===== src/sv/plmc_pkg.sv =====
// Package: shared types and constants of the press length mode controller.
`timescale 1ns / 1ps

package plmc_pkg;

    // Widths of the press length and the configuration port
    localparam int TICK_W  = 16;
    localparam int PADDR_W = 5;
    localparam int PDATA_W = 32;

    // Register indexes (byte address is 4 * index)
    localparam logic [2:0] REG_SHORT_MIN   = 3'd0;
    localparam logic [2:0] REG_SHORT_MAX   = 3'd1;
    localparam logic [2:0] REG_LONG_MIN    = 3'd2;
    localparam logic [2:0] REG_LONG_MAX    = 3'd3;
    localparam logic [2:0] REG_STANDBY_MIN = 3'd4;

    // Threshold reset values in 100 us ticks
    localparam logic [TICK_W-1:0] SHORT_MIN_RST   = 16'd100;
    localparam logic [TICK_W-1:0] SHORT_MAX_RST   = 16'd10000;
    localparam logic [TICK_W-1:0] LONG_MIN_RST    = 16'd15000;
    localparam logic [TICK_W-1:0] LONG_MAX_RST    = 16'd30000;
    localparam logic [TICK_W-1:0] STANDBY_MIN_RST = 16'd40000;

    // Mode codes
    localparam logic [3:0] MODE_TEMP      = 4'd0;
    localparam logic [3:0] MODE_TIME      = 4'd1;
    localparam logic [3:0] MODE_DATE      = 4'd2;
    localparam logic [3:0] MODE_SET_HOUR  = 4'd3;
    localparam logic [3:0] MODE_SET_MIN   = 4'd4;
    localparam logic [3:0] MODE_SET_DAY   = 4'd5;
    localparam logic [3:0] MODE_SET_MONTH = 4'd6;
    localparam logic [3:0] MODE_SET_YEAR  = 4'd7;
    localparam logic [3:0] MODE_STANDBY   = 4'd8;

    // Edit field limits; tops are one bit wider than the field
    localparam logic [5:0] HOUR_TOP      = 6'd23;
    localparam logic [4:0] HOUR_RESTART  = 5'd0;
    localparam logic [6:0] MIN_TOP       = 7'd59;
    localparam logic [5:0] MIN_RESTART   = 6'd0;
    localparam logic [5:0] DAY_TOP       = 6'd31;
    localparam logic [4:0] DAY_RESTART   = 5'd1;
    localparam logic [4:0] MONTH_TOP     = 5'd12;
    localparam logic [3:0] MONTH_RESTART = 4'd1;
    localparam logic [7:0] YEAR_TOP      = 8'd30;
    localparam logic [6:0] YEAR_RESTART  = 7'd20;

    // Input word: one finished press plus the clock time and date
    typedef struct packed {
        logic [TICK_W-1:0] press_ticks;
        logic [4:0]        cur_hour;
        logic [5:0]        cur_minute;
        logic [4:0]        cur_day;
        logic [3:0]        cur_month;
        logic [6:0]        cur_year;
    } press_word_t;

    // Result word
    typedef struct packed {
        logic [3:0] mode;
        logic       redraw;
        logic [4:0] edit_hour;
        logic [5:0] edit_minute;
        logic [4:0] edit_day;
        logic [3:0] edit_month;
        logic [6:0] edit_year;
        logic       commit;
    } result_word_t;

endpackage


===== src/sv/plmc_if.sv =====
// Interfaces: valid/ready channels for press words and result words.
`timescale 1ns / 1ps

interface plmc_in_if import plmc_pkg::*; ();
    logic        valid;
    logic        ready;
    press_word_t data;

    modport source (output valid, output data, input ready);
    modport sink   (input valid, input data, output ready);
endinterface

interface plmc_out_if import plmc_pkg::*; ();
    logic         valid;
    logic         ready;
    result_word_t data;

    modport source (output valid, output data, input ready);
    modport sink   (input valid, input data, output ready);
endinterface


===== src/sv/press_length_mode_controller.sv =====
// Top level: single-button watch mode controller with APB threshold registers.
`timescale 1ns / 1ps

// Each press word is classified as short, long or standby against five
// threshold registers and then updates the mode and the time/date edit
// fields; exactly one result word comes out per press. A press word is
// taken every cycle when the result side keeps ready high: it lands in an
// input register, passes one stage of compare-and-update logic (the mode
// and edit registers are written at the same edge), and the result sits in
// an output register; throughput is then one word per cycle. Thresholds
// are written over APB at byte address 4 * index and should only change
// while no press is in flight.
module press_length_mode_controller import plmc_pkg::*; (
    input  logic               clk,
    input  logic               rst_n,
    // Configuration port
    input  logic               psel,
    input  logic               penable,
    input  logic               pwrite,
    input  logic [PADDR_W-1:0] paddr,
    input  logic [PDATA_W-1:0] pwdata,
    output logic [PDATA_W-1:0] prdata,
    output logic               pready,
    // Word channels
    plmc_in_if.sink            press,
    plmc_out_if.source         result
);

    // Threshold registers
    logic [TICK_W-1:0] short_min_reg;
    logic [TICK_W-1:0] short_max_reg;
    logic [TICK_W-1:0] long_min_reg;
    logic [TICK_W-1:0] long_max_reg;
    logic [TICK_W-1:0] standby_min_reg;

    // Pipeline registers
    logic         in_valid_reg;
    press_word_t  in_word_reg;
    logic         out_valid_reg;
    result_word_t out_word_reg;

    // Mode and edit state
    logic [3:0] mode_reg,  mode_next;
    logic [4:0] hour_reg,  hour_next;
    logic [5:0] minute_reg, minute_next;
    logic [4:0] day_reg,   day_next;
    logic [3:0] month_reg, month_next;
    logic [6:0] year_reg,  year_next;
    logic       redraw_next;
    logic       commit_next;

    logic       cfg_wr;
    logic [2:0] cfg_idx;
    logic       advance;
    logic       is_short;
    logic       is_long;
    logic       is_standby;
    logic       in_setting;

    logic [5:0] hour_inc;
    logic [6:0] minute_inc;
    logic [5:0] day_inc;
    logic [4:0] month_inc;
    logic [7:0] year_inc;

    // APB access
    assign pready  = 1'b1;
    assign cfg_wr  = psel && penable && pwrite;
    assign cfg_idx = paddr[PADDR_W-1:2];

    always_ff @(posedge clk or negedge rst_n)
    begin
        if (!rst_n)
        begin
            short_min_reg   <= SHORT_MIN_RST;
            short_max_reg   <= SHORT_MAX_RST;
            long_min_reg    <= LONG_MIN_RST;
            long_max_reg    <= LONG_MAX_RST;
            standby_min_reg <= STANDBY_MIN_RST;
        end
        else if (cfg_wr)
        begin
            case (cfg_idx)
                REG_SHORT_MIN:   short_min_reg   <= pwdata[TICK_W-1:0];
                REG_SHORT_MAX:   short_max_reg   <= pwdata[TICK_W-1:0];
                REG_LONG_MIN:    long_min_reg    <= pwdata[TICK_W-1:0];
                REG_LONG_MAX:    long_max_reg    <= pwdata[TICK_W-1:0];
                REG_STANDBY_MIN: standby_min_reg <= pwdata[TICK_W-1:0];
                default:         ;
            endcase
        end
    end

    // Read mux
    always_comb
    begin
        prdata = '0;
        case (cfg_idx)
            REG_SHORT_MIN:   prdata[TICK_W-1:0] = short_min_reg;
            REG_SHORT_MAX:   prdata[TICK_W-1:0] = short_max_reg;
            REG_LONG_MIN:    prdata[TICK_W-1:0] = long_min_reg;
            REG_LONG_MAX:    prdata[TICK_W-1:0] = long_max_reg;
            REG_STANDBY_MIN: prdata[TICK_W-1:0] = standby_min_reg;
            default:         prdata = '0;
        endcase
    end

    // Flow control: input stage moves on when the output stage is free
    assign advance      = in_valid_reg && (!out_valid_reg || result.ready);
    assign press.ready  = !in_valid_reg || advance;
    assign result.valid = out_valid_reg;
    assign result.data  = out_word_reg;

    // Press classification
    assign is_short   = (in_word_reg.press_ticks >= short_min_reg)
                     && (in_word_reg.press_ticks <= short_max_reg);
    assign is_long    = (in_word_reg.press_ticks > long_min_reg)
                     && (in_word_reg.press_ticks <= long_max_reg);
    assign is_standby = (in_word_reg.press_ticks >= standby_min_reg);
    assign in_setting = (mode_reg >= MODE_SET_HOUR) && (mode_reg <= MODE_SET_YEAR);

    // Field increments, one bit wider to catch the wrap
    assign hour_inc   = {1'b0, hour_reg} + 6'd1;
    assign minute_inc = {1'b0, minute_reg} + 7'd1;
    assign day_inc    = {1'b0, day_reg} + 6'd1;
    assign month_inc  = {1'b0, month_reg} + 5'd1;
    assign year_inc   = {1'b0, year_reg} + 8'd1;

    // Mode and edit field update
    always_comb
    begin
        mode_next   = mode_reg;
        hour_next   = hour_reg;
        minute_next = minute_reg;
        day_next    = day_reg;
        month_next  = month_reg;
        year_next   = year_reg;
        redraw_next = 1'b0;
        commit_next = 1'b0;
        if (in_setting)
        begin
            if (is_short)
            begin
                case (mode_reg)
                    MODE_SET_HOUR:
                    begin
                        if (hour_inc > HOUR_TOP)
                        begin
                            hour_next   = HOUR_RESTART;
                            redraw_next = 1'b1;
                        end
                        else
                            hour_next = hour_inc[4:0];
                    end
                    MODE_SET_MIN:
                    begin
                        if (minute_inc > MIN_TOP)
                        begin
                            minute_next = MIN_RESTART;
                            redraw_next = 1'b1;
                        end
                        else
                            minute_next = minute_inc[5:0];
                    end
                    MODE_SET_DAY:
                    begin
                        if (day_inc > DAY_TOP)
                        begin
                            day_next    = DAY_RESTART;
                            redraw_next = 1'b1;
                        end
                        else
                            day_next = day_inc[4:0];
                    end
                    MODE_SET_MONTH:
                    begin
                        if (month_inc > MONTH_TOP)
                        begin
                            month_next  = MONTH_RESTART;
                            redraw_next = 1'b1;
                        end
                        else
                            month_next = month_inc[3:0];
                    end
                    default:
                    begin
                        if (year_inc > YEAR_TOP)
                        begin
                            year_next   = YEAR_RESTART;
                            redraw_next = 1'b1;
                        end
                        else
                            year_next = year_inc[6:0];
                    end
                endcase
            end
            else if (is_long)
            begin
                redraw_next = 1'b1;
                if (mode_reg == MODE_SET_YEAR)
                begin
                    mode_next   = MODE_TEMP;
                    commit_next = 1'b1;
                end
                else
                    mode_next = mode_reg + 4'd1;
            end
        end
        else
        begin
            if (is_short)
            begin
                if (mode_reg <= MODE_DATE)
                begin
                    mode_next   = (mode_reg == MODE_DATE) ? MODE_TEMP : mode_reg + 4'd1;
                    redraw_next = 1'b1;
                end
            end
            else if (is_long && (mode_reg == MODE_TIME || mode_reg == MODE_DATE))
            begin
                // Enter hour setting with the clock values
                mode_next   = MODE_SET_HOUR;
                redraw_next = 1'b1;
                hour_next   = in_word_reg.cur_hour;
                minute_next = in_word_reg.cur_minute;
                day_next    = in_word_reg.cur_day;
                month_next  = in_word_reg.cur_month;
                year_next   = in_word_reg.cur_year;
            end
            else if (is_standby)
                mode_next = MODE_STANDBY;
        end
    end

    // Control and state registers
    always_ff @(posedge clk or negedge rst_n)
    begin
        if (!rst_n)
        begin
            in_valid_reg  <= 1'b0;
            out_valid_reg <= 1'b0;
            mode_reg      <= '0;
            hour_reg      <= '0;
            minute_reg    <= '0;
            day_reg       <= '0;
            month_reg     <= '0;
            year_reg      <= '0;
        end
        else
        begin
            if (press.ready)
                in_valid_reg <= press.valid;
            if (advance)
                out_valid_reg <= 1'b1;
            else if (result.ready)
                out_valid_reg <= 1'b0;
            if (advance)
            begin
                mode_reg   <= mode_next;
                hour_reg   <= hour_next;
                minute_reg <= minute_next;
                day_reg    <= day_next;
                month_reg  <= month_next;
                year_reg   <= year_next;
            end
        end
    end

    // Payload registers
    always_ff @(posedge clk)
    begin
        if (press.valid && press.ready)
            in_word_reg <= press.data;
        if (advance)
        begin
            out_word_reg.mode        <= mode_next;
            out_word_reg.redraw      <= redraw_next;
            out_word_reg.edit_hour   <= hour_next;
            out_word_reg.edit_minute <= minute_next;
            out_word_reg.edit_day    <= day_next;
            out_word_reg.edit_month  <= month_next;
            out_word_reg.edit_year   <= year_next;
            out_word_reg.commit      <= commit_next;
        end
    end

`ifndef NO_ASSERTIONS
    // Mode never leaves the defined codes
    a_mode_range: assert property (@(posedge clk) disable iff (!rst_n)
        mode_reg <= MODE_STANDBY)
        else $error("mode register out of range");

    // State only changes when a word moves to the output stage
    a_state_hold: assert property (@(posedge clk) disable iff (!rst_n)
        !advance |=> $stable(mode_reg) && $stable(hour_reg) && $stable(year_reg))
        else $error("state changed without a word");

    // A commit always returns to mode 0 with a redraw
    a_commit_mode: assert property (@(posedge clk) disable iff (!rst_n)
        out_valid_reg && out_word_reg.commit |->
            out_word_reg.mode == MODE_TEMP && out_word_reg.redraw)
        else $error("commit without return to mode 0");

    // Result word mirrors the state it left behind
    a_result_state: assert property (@(posedge clk) disable iff (!rst_n)
        advance |=> out_word_reg.mode == mode_reg && out_word_reg.edit_hour == hour_reg)
        else $error("result word differs from state");
`endif

endmodule

===== src/flat_wrapper.sv =====
// flat-port wrapper written by rule: the top's interface ports become plain ports
module press_length_mode_controller_flat import plmc_pkg::*;
  (clk, rst_n, psel, penable, pwrite, paddr, pwdata, prdata, pready, press_valid, press_data, press_ready, result_valid, result_data, result_ready);
  plmc_in_if press_i ();
  plmc_out_if result_i ();
  input  logic clk;
  input  logic rst_n;
  input  logic psel;
  input  logic penable;
  input  logic pwrite;
  input  logic [PADDR_W-1:0] paddr;
  input  logic [PDATA_W-1:0] pwdata;
  output logic [PDATA_W-1:0] prdata;
  output logic pready;
  input wire logic [$bits(press_i.valid)-1:0] press_valid;
  input wire logic [$bits(press_i.data)-1:0] press_data;
  output wire logic [$bits(press_i.ready)-1:0] press_ready;
  output wire logic [$bits(result_i.valid)-1:0] result_valid;
  output wire logic [$bits(result_i.data)-1:0] result_data;
  input wire logic [$bits(result_i.ready)-1:0] result_ready;
  assign press_i.valid = press_valid;
  assign press_i.data = press_data;
  assign press_ready = press_i.ready;
  assign result_valid = result_i.valid;
  assign result_data = result_i.data;
  assign result_i.ready = result_ready;
  press_length_mode_controller u_core (.clk(clk), .rst_n(rst_n), .psel(psel), .penable(penable), .pwrite(pwrite), .paddr(paddr), .pwdata(pwdata), .prdata(prdata), .pready(pready), .press(press_i), .result(result_i));
endmodule

===== config.mk =====
export PLATFORM = sky130hd
export DESIGN_NAME = press_length_mode_controller_flat
export DESIGN_NICKNAME = d
export VERILOG_FILES = /design/src/sv/plmc_pkg.sv /design/src/sv/plmc_if.sv /design/src/sv/press_length_mode_controller.sv /design/src/flat_wrapper.sv
export SDC_FILE = /design/constraint.sdc
export NUM_CORES = 1
export LEC_CHECK = 0
export BUFFER_PORTS_ARGS = -buffer_cell sky130_fd_sc_hd__buf_2
export CORE_ASPECT_RATIO = 1.75
export CORE_MARGIN = 1
export CORE_UTILIZATION = 33
export CTS_BUF_LIST = sky130_fd_sc_hd__clkbuf_8 sky130_fd_sc_hd__clkbuf_16
export DETAILED_ROUTE_END_ITERATION = 16
export PLACE_DENSITY = 0.6
export SLEW_MARGIN = 0
export SYNTH_ARGS = -nofsm -noshare
export SYNTH_HDL_FRONTEND = slang
export SYNTH_SLANG_ARGS = --single-unit

===== constraint.sdc =====
create_clock -name clk -period 3.9 [get_ports clk]
set_input_delay 0.585 -clock clk [delete_from_list [all_inputs] [get_ports clk]]
set_output_delay 0.585 -clock clk [all_outputs]
set_load 0.02 [all_outputs]

After elaboration in Yosys (flattened, before gate mapping):

Index checks and enable logic that the tools add are counted.

* word-level logic and storage cells: 136
* bits of input ports: 87
* output and inout port bits: 68
* flip-flop bits (word level): 189

* bitwise gates (word level): 2
* add/subtract/negate cells: 6
* eq/ne operators: 11
* reduce and logical (&&, ||, !) cells: 22
* multiplexer cells: 55
* magnitude comparators: 13

Operators by type and width (number)
* case mux 16 bit (5 select lines): 1
* two-way mux 4 bit: 15
* two-way mux 5 bit: 12
* two-way mux 7 bit: 6
* two-way mux 6 bit: 6
* >= comparator 16 bit: 2
* <= comparator 16 bit: 2
* equality test 4 x 3 -> 1 bit (second input constant): 4
* > comparator 16 bit: 1
* two-way mux 1 bit: 14
* adder 5 x 1 -> 6 bit (second input constant): 2
* > comparator 6 x 5 -> 1 bit (second input constant): 2
* AND reduction 2 bit: 5
* adder 7 x 1 -> 8 bit (second input constant): 1
* equality test 4 x 2 -> 1 bit (second input constant): 2
* > comparator 8 x 5 -> 1 bit (second input constant): 1
* logical AND 1 bit: 8
* adder 6 x 1 -> 7 bit (second input constant): 1
* > comparator 7 x 6 -> 1 bit (second input constant): 1
* equality test 3 x 2 -> 1 bit (second input constant): 2
* adder 4 x 1 -> 5 bit (second input constant): 1
* > comparator 5 x 4 -> 1 bit (second input constant): 1
* adder 4 x 1 -> 4 bit (second input constant): 1
* equality test 4 x 1 -> 1 bit (second input constant): 1
* 13 further kinds: 17

Longest topological paths before layout:

Gate-level depths: netlist of run 1.

* depth after elaboration: 6
* gate-level depth with buffers: 11
* mapped depth without buffers: 10

Worst setup path after synthesis of run 1:

OpenSTA, ideal clock, no wires.

* path type: flip-flop to flip-flop
* start point: register u_core.short_max_reg[9]
* end point: register u_core.out_word_reg, in the netlist u_core.result.data[20], data pin
* required time: 3631 ps
* clock period less this slack: 3017 ps
* arrival: 2749 ps
* path slack: 883 ps
* buffers on the path: 1
* cell stages (with the launch flop): 12
* library setup time: 269 ps
* cells stage by stage: dfstp_2 > inv_1 > ha_1 > nand4_1 > nor4_2 > and4_4 > o21ba_4 > o31ai_2 > nor2_2 > buf_2 > a211oi_1 > a21oi_1

* cells in the longest elaborated chain, start to end: 4
* elaborated cells on any way between the ends: 5
* classes of those cells: order compare (1); mux (3); reduce/logical (1)

Ends and longest elaborated chain
* from (decl): RTL line press_length_mode_controller.sv:31 `logic [TICK_W-1:0] short_max_reg;`
* from (signal assigned): RTL line press_length_mode_controller.sv:85 `REG_SHORT_MAX: short_max_reg <= pwdata[TICK_W-1:0];`
* <= comparator 16 bit *: RTL line press_length_mode_controller.sv:116 `&& (in_word_reg.press_ticks <= short_max_reg);`
* logical AND 1 bit *: RTL line press_length_mode_controller.sv:116
* two-way mux 6 bit (on tied branches): RTL line press_length_mode_controller.sv:211, press_length_mode_controller.sv:142
* two-way mux 6 bit *: RTL line press_length_mode_controller.sv:140 `if (in_setting)`
* named net u_core.minute_next[3]: RTL line press_length_mode_controller.sv:45 `logic [5:0] minute_reg, minute_next;`
* to (decl): RTL line press_length_mode_controller.sv:40 `result_word_t out_word_reg;`

Mark *: on every way through the listed nets, which the timed path passes. The rest lies on a longest branch.
A chain may end at the register's enable or synchronous reset.

Worst setup path in the final report of run 1:

* start point: register u_core.in_word_reg[41] in the netlist's numbering
* end point: register u_core.hour_reg[1]

* cells in the longest elaborated chain, start to end: 6
* elaborated cells on any way between the ends: 11
* classes of those cells: order compare (4); mux (4); reduce/logical (3)

Ends and longest elaborated chain
* from (decl): RTL line press_length_mode_controller.sv:38 `press_word_t in_word_reg;`
* from (signal assigned): RTL line press_length_mode_controller.sv:273 `in_word_reg <= press.data;`
* > comparator 16 bit / <= comparator 16 bit (equally long branches): RTL line press_length_mode_controller.sv:117, press_length_mode_controller.sv:118
* logical AND 1 bit: RTL line press_length_mode_controller.sv:118 `&& (in_word_reg.press_ticks <= long_max_reg);`
* logical AND 1 bit: RTL line press_length_mode_controller.sv:219 `else if (is_long && (mode_reg == MODE_TIME || mode_reg == MODE_DATE))`
* two-way mux 5 bit: RTL line press_length_mode_controller.sv:219
* two-way mux 5 bit: RTL line press_length_mode_controller.sv:211 `if (is_short)`
* two-way mux 5 bit *: RTL line press_length_mode_controller.sv:140
* to (signal assigned): RTL line press_length_mode_controller.sv:260 `hour_reg <= hour_next;`
* to (decl): RTL line press_length_mode_controller.sv:44 `logic [4:0] hour_reg, hour_next;`

Mark *: on every way between the ends. The rest lies on a longest branch, timed or not.

==> results.md, run 1 <==
GRT:
- The number of global-route vias before repair came to 9,437.
- Entering global routing, the biggest net connects 61 pins.
- The total global-route track usage is 20.5%.
- Global routing finished with a remaining overflow of 0.
- The first-pass GRT wire length is 52,500 um.
- The number of antenna violations at the first check in global routing is 0.

Place:
- After legalization and detailed placement, the total HPWL measured 25,700 um.
- The post-placement worst setup slack is 0.321 ns.
- Routability-driven placement finished with a final weighted congestion of 0.896.
- The count of input and output buffers is 119.

STA:
- The worst-case setup margin in the final layout is 0.282 ns.
- The slew at the pin closest to its max-slew limit is 0.908 ns.
- The maximum operating frequency is 276 MHz.
- The number of endpoints failing setup at the final stage is 0.
- For the finished layout, the period the worst path requires is 3.62 ns.
- Measured against its own limit, the worst slew margin works out to 39.3%.
- The worst path uses 92.8% of the clock period.
- Setup total negative slack on the finished layout was measured at 0 ns.
- For the final database, setup skew stands at 0.0135 ns.
- Setup repair after global routing left no endpoint under its margin.
- The final-report hold violation count is 0.
- The max-slew violation count came to 0.

Logic synthesis:
- The fraction of registers with async set or reset after synthesis is 59.8%.
- After synthesis, the cell types taking the most area are edfxtp_1 (20%), dfrtp_1 (19%), ha_1 (10%), dfstp_2 (6.3%), o21ai_0 (4.2%).
- Among all cell types in the netlist, the one instantiated most often is nand2_1.
- A synthesized cell averages 9.88 um2.
- After technology mapping, the gate count stands at 1,132.
- By count the netlist is led by nand2_1 (110), inv_1 (99), o21ai_0 (94).
- The top cell type by area accounts for 20.4% of the synthesized area.
- Counting flops and latches in the post-synthesis netlist gives 189.
- The sequential fraction of the synthesis area is 46.0%.
- The most used flip-flop cell after synthesis is dfrtp_1.
- The yosys synthesis warning count is 0.
- The number of enable-type register cells in the synthesized netlist is 76.
- The number of distinct library cells after synthesis is 83.
- Summed over all instances, the cell type with the most area after synthesis is edfxtp_1.
- The area of the mapped netlist is 0.0112 mm2.

Layout:
- The area growth from synthesis to final layout is 16.4%.
- The number of nets in the layout is 1,441.
- Cells with a size suffix above 1 make up 21.8% of the layout.
- 0 antenna diodes ended up in the layout.
- The register with the most flip-flops in the layout has 43 of them.

Route:
- The first-iteration detailed-routing DRC count is 562.
- After detailed routing, the number of remaining DRC violations is 0.
- The detail route stage leaves a number of antenna-violating nets equal to 0.
- The total length of routed wires is 34,400 um.
- The pre-antenna-repair detailed-routing pass consisted of 5 iterations.
- The via count is 9,107.
- The routed length per instance is 19.9 um.
- Using the TritonRoute via totals, the vias-per-cell ratio works out to 5.28.

CTS:
- The total CTS buffers is 17.
- After clock tree synthesis, the setup repair step added 0 buffers.
- The total of cells resized after clock tree synthesis is 0.
- At the later pin of the worst-skew pair, clock insertion delay measures 0.46 ns.
- The H-tree was split into 4 levels.
- For this design, the CTS-stage hold fixing added 0 buffers.
- CTS placed an instance of clkbuf_16 at the clock tree root.
- The clock-pin slew on the worst setup and hold paths is 0.07 ns.
- In this run the deepest clock path goes through 2 buffers.
- The number of sinks handled by clock tree synthesis is 189.
- The CTS tree is built.

Pwr:
- The maximum VDD drop is 0.332 mV.
- Cell internal power was estimated by the tool at 0.00468 W.
- The analysis attributes to net switching a power of 0.00301 W.
- The combinational share of power is 38.2%.
- The share of total power dissipated in sequential elements is 39.6%.
- The switching share of total power is 39.1%.
- In this run the static leakage power is 5.59 nW.
- The total power per unit cell area is 590 mW/mm2.
- The clock network power share is 22.2%.

Critical path:
- The kind of start point of the critical path is a flop.
- The cell with the biggest individual delay on the critical path is edfxtp_1.
- The worst setup path is captured at a flop.
- Along the worst path, the maximum fanout reaches 9.
- The critical path ends at u_core.hour_reg[1].
- In this design, the stage delay of the slowest critical-path cell is 0.50 ns.
- The destination of the worst register-to-register timing path is u_core.hour_reg[1].
- Traced cell by cell, the critical path runs through ha_1 > nand4_1 > nor4_1 > buf_4 > a21boi_0 > o31a_1 > o31ai_2 > buf_4 > o21ai_2 > nand2_1 > buf_4 > a221o_1.
- The category of the most critical setup path is reg -> reg.
- The flop-to-flop setup slack is 0.28 ns.
- The critical path starts at u_core.in_word_reg[41].
- The data arrival at the endpoint of the critical path is 3.96 ns.
- For the worst flop-to-flop path, the logic depth is 12.
- The launching point of the worst reg2reg path is u_core.in_word_reg[41].
- The library cell appearing most often on the critical path is buf_4.
- The data required time of the worst path is 4.25 ns.

Worst hold path:
- The min-delay analysis places its worst path in the category in -> async.

Die:
- The die height is 246 um.
- The starting density of the core is 33.7%.
- The area inside the core boundary is 0.0331 mm2.
- 155 I/O pins were placed.
- In this run the core area contains 88 standard-cell rows.
- Measured along the x axis, the die boundary spans 141 um.
- The die covers 0.0347 mm2.

Job:
- The number of maximum-capacitance violations is 0.

Status:
- The run finished with clean final reports.
## cell type report
cell class	instances	area (um2)
clock buffer	19	453
sequential	189	5140
tap	450	563
fill	3313	20100
clock inverter	13	103
inverter	100	375
timing repair buffer	165	981
multi-input combinational	788	5400
## metal layers
| layer | vias up | routed length (um) | track usage, % |
|---|---|---|---|
| li1 | 4338 | - | - |
| met1 | 4442 | 12300 | 20.3 |
| met2 | 245 | 19400 | 39.9 |
| met3 | 82 | 1100 | 2.78 |
| met4 | 0 | 1600 | 11.6 |
| met5 | - | 0 | 0 |
## critical path: cells and delay by family (launching register included)
kind | cells | cell delay, ns
flops | 1 | 0.50
fa+ha+maj | 1 | 0.37
buf+inv | 3 | 0.57
simple gates | 3 | 0.77
compound gates | 5 | 1.27
## worst min path at each step
stage	start	end	slack [ns]
after floorplan	rst_n	u_core.day_reg[0]	0.29
after global placement	u_core.in_valid_reg	u_core.result.valid	0.47
after detailed placement	u_core.in_valid_reg	u_core.result.valid	0.49
after CTS	rst_n	u_core.in_valid_reg	0.23
after global routing	rst_n	u_core.in_valid_reg	0.27
final	rst_n	u_core.in_valid_reg	0.22
## power groups by stage
stage | registers, W | logic (W) | clock network [W]
floorplan | 0.00302 | 0.00196 | 0
global placement | 0.00305 | 0.00287 | 0
detailed placement | 0.00306 | 0.00292 | 0
CTS | 0.00303 | 0.00294 | 0.00175
global route | 0.00310 | 0.00326 | 0.00181
finish | 0.00304 | 0.00293 | 0.00170
## cells in the final DEF, fill, tap and decap left out, types with 44 or more instances in the layout
cell      Yosys  routed
inv_1        99     101
edfxtp_1     76      76
buf_2         4     118
ha_1         93      93
a21oi_1      78      78
o21ai_0      94      94
buf_4        17      44
dfrtp_1      86      86
nand2_1     110     110
nor2_1       65      65
## cells by family (layout without fill, tap and decap cells)
logic type	count (synthesis)	in the layout	synth area share (%)
XOR/XNOR	2	2	0.157
buffers and inverters	170	297	6.39
other	2	17	0.0672
flip-flops	189	189	46.0
multiplexers	62	62	5.77
AO/OA/AOI/OAI	322	322	18.7
adder cells (fa/ha/maj)	93	93	10.4
AND/OR/NAND/NOR	292	292	12.5
## through the flow
step / util (%) / hold WS, ns / cell area (um2) / power [W] / std cells
CTS: 39.3 / 0.233 / 13000 / 0.00772 / 1724
finish: 39.3 / 0.218 / 13000 / 0.00768 / 1724
global route: 39.3 / 0.272 / 13000 / 0.00816 / 1724
floorplan: - / 0.289 / 11200 / 0.00498 / 1147
global placement: 37.6 / 0.470 / 12500 / 0.00593 / 1692
detailed placement: 37.6 / 0.489 / 12500 / 0.00598 / 1692
Note: power is estimated with default switching activity, not from simulation.
==> run 2: changes to the inputs <==
--- a/config.mk
+++ b/config.mk
@@ -9,8 +9,9 @@
 export CORE_ASPECT_RATIO = 1.75
 export CORE_MARGIN = 1
 export CORE_UTILIZATION = 33
-export CTS_BUF_LIST = sky130_fd_sc_hd__clkbuf_8 sky130_fd_sc_hd__clkbuf_16
+export CTS_BUF_LIST = sky130_fd_sc_hd__clkbuf_16
 export DETAILED_ROUTE_END_ITERATION = 16
+export HOLD_SLACK_MARGIN = 0.02
 export PLACE_DENSITY = 0.6
 export SLEW_MARGIN = 0
 export SYNTH_ARGS = -nofsm -noshare
==> results.md, run 2 (synthesis gave the netlist of run 1 again) <==
STA:
- Setup repair after global routing left no endpoint under its margin.
- The worst slew margin relative to its limit was 39.5% (+0.25 points).
- The number of endpoints failing setup at the final stage was 0 (unchanged).
- The final hold slack is 0.220 ns (+0.00288 ns).
- The slew at the pin closest to its max-slew limit was 0.904 ns (-0.00380 ns).
- The final critical-path share of the clock period is 92.9% (about the same).
- The max-slew violation count is 0 (unchanged).
- The post-route clock skew is 0.0136 ns (+0.0000955 ns).
- The final critical-path required period came to 3.62 ns (+0.00311 ns).
- The final-layout setup total negative slack came to 0 ns (unchanged).
- The maximum operating frequency is 276 MHz (about the same).
- The final-report hold violation count is 0 (unchanged).

Die:
- The die boundary width came to 141 um (unchanged).
- The die area was 0.0347 mm2 (unchanged).
- The area inside the core boundary is 0.0331 mm2 (unchanged).
- The I/O pin count is 155 (unchanged).
- The starting density of the core is 33.7% (unchanged).
- The site row count is 88 (unchanged).
- The die height came to 246 um (unchanged).

Pwr:
- The post-layout total power was 0.00765 W (-0.44%).
- The leakage power total was 5.59 nW (-0.15%).
- The maximum VDD drop is 0.333 mV (+0.22%).
- The total power per unit cell area is 588 mW/mm2 (-0.29%).

CTS:
- The total of cells resized after clock tree synthesis was 0 (unchanged).
- TritonCTS built the clock tree.
- The total CTS buffers is 17 (unchanged).
- The root buffer selected by CTS is clkbuf_16.
- The number of levels the H-tree was split into came to 4 (unchanged).
- The number of buffers between clock root and the deepest sink came to 2 (unchanged).
- The number of buffers inserted by hold repair at cts is 0 (unchanged).
- The number of buffers inserted to repair setup after CTS was 0 (unchanged).
- The number of sinks handled by clock tree synthesis came to 189 (unchanged).
- The clock latency of the later-clocked register in the worst-skew pair came to 0.46 ns (about the same).
- The clock-pin slew on the worst setup and hold paths is 0.07 ns (about the same).

Route:
- The post-route antenna net violation count is 0 (unchanged).
- The detail-routed via count per cell came to 5.28 (about the same).
- The first-pass iteration count of the detailed router came to 5 (unchanged).
- The first-iteration detailed-routing DRC count is 554 (-1.4%).
- The routed length per instance is 19.9 um (about the same).
- The via count is 9,103 (-0.044%).
- The total length of routed wires came to 34,400 um (about the same).
- The residual DRC count is 0 (unchanged).

GRT:
- The number of global-route vias before repair is 9,447 (+0.11%).
- The total global-route track usage is 20.5% (about the same).
- The remaining global-route overflow came to 0 (unchanged).
- The largest net degree at the start of global routing was 61 (unchanged).
- The number of antenna violations at the first check in global routing is 0 (unchanged).
- The first-pass GRT wire length came to 52,500 um (about the same).

Critical path:
- The cell family contributing the most delay on the critical path is compound AO/OA/AOI/OAI gates.
- On the critical path, the stage with the largest delay is an instance of dfstp_2.
- The critical path goes through inv_1 > ha_1 > nand4_1 > nor4_1 > buf_4 > a21boi_0 > o31a_1 > o31ai_2 > buf_4 > o21ai_2 > nand2_1 > buf_4 > a221o_1.
- STA classifies the critical path endpoint as a flop.
- The count of buffer and inverter cells on the critical path was 4 (+1).
- The kind of start point of the critical path is a flop.
- The largest fanout of any net on the critical path was 9 (unchanged).
- The maximum cell stage delay along the critical path is 0.54 ns (+0.04 ns).
- The worst setup path is of the reg -> reg kind.
- The data required time of the worst path was 4.25 ns (about the same).
- In this design, the critical path's most frequently occurring cell is buf_4.
- The data arrival at the endpoint of the critical path is 3.97 ns (about the same).

Layout:
- The share of cells above drive strength 1 was 21.7% (-0.078 points).
- Leaving out fill and tap cells, the most frequent cell in the layout is buf_2.
- The flip-flop count of the largest register after layout is 43 (unchanged).
- The final standard cell area without fillers came to 0.0130 mm2 (-0.15%).
- Leaving out fill and tap cells, the most frequent cells in the layout are buf_2 (118), nand2_1 (110), inv_1 (101).
- The count of inserted antenna diode cells was 0 (unchanged).
- The layout filler cell count is 3,317 (+0.12%).
- The area growth from synthesis to final layout is 16.3%.
- The number of nets in the layout was 1,441 (unchanged).
- The area taken by multi-input logic gates is 0.00540 mm2 (unchanged).
- The final design utilization is 39.2% (-0.060 points).
- The combined flip-flop and latch cell area is 0.00514 mm2 (unchanged).

Place:
- The detailed placement HPWL is 25,700 um (unchanged).
- The total placed instance area was 0.0125 mm2 (unchanged).
- The count of input and output buffers is 119 (unchanged).
- The global placement routability congestion is 0.896 (unchanged).

Job:
- The number of maximum-capacitance violations is 0 (unchanged).

Status:
- The flow ran to the end, and the final reports show no timing, DRC or antenna violations.

Worst hold path:
- In this run the worst hold path is classified as in -> async.
run 2: area by class of cell:
cell class,count,share of cell area [%]
Clock buffer,17,3.27
Inverter,100,2.89
Tap cell,450,4.33
Sequential cell,189,39.6
Multi-Input combinational cell,788,41.6
Timing Repair Buffer,165,7.55
Clock inverter,15,0.847
run 2: per-layer routing:
layer	wire length [um]	vias to the layer above	global-route usage, %
met4	1610	0	11.6
met1	12400	4447	20.3
li1	-	4336	-
met5	0	-	0
met3	1060	82	2.78
met2	19300	238	39.9
run 2: where the power goes:
group	switching (W)	internal, W	total, W
Clock	0.000804	0.000866	0.00167
Sequential	0.000422	0.00262	0.00304
Combinational	0.00179	0.00115	0.00294
run 2: metrics by stage:
stage,std cells,worst slack [ns]
CTS,1724,0.304
global placement,1692,0.303
detailed placement,1692,0.321
finish,1724,0.279
floorplan,1147,0.883
global route,1724,0.134
run 2: final timing paths:
path,from,endpoint,slack (ns),cells past startpoint
setup / recovery,u_core.long_min_reg[13],u_core.hour_reg[1],0.28,13
hold / removal,rst_n,u_core.in_valid_reg,0.22,1
setup reg to reg,u_core.long_min_reg[13],u_core.hour_reg[1],0.28,13
hold reg to reg,u_core.in_valid_reg,u_core.result.valid,0.51,1
max in group asynchronous,rst_n,u_core.standby_min_reg[12],2.78,2
min in group clk,press_data[14],u_core.in_word_reg[14],0.29,1
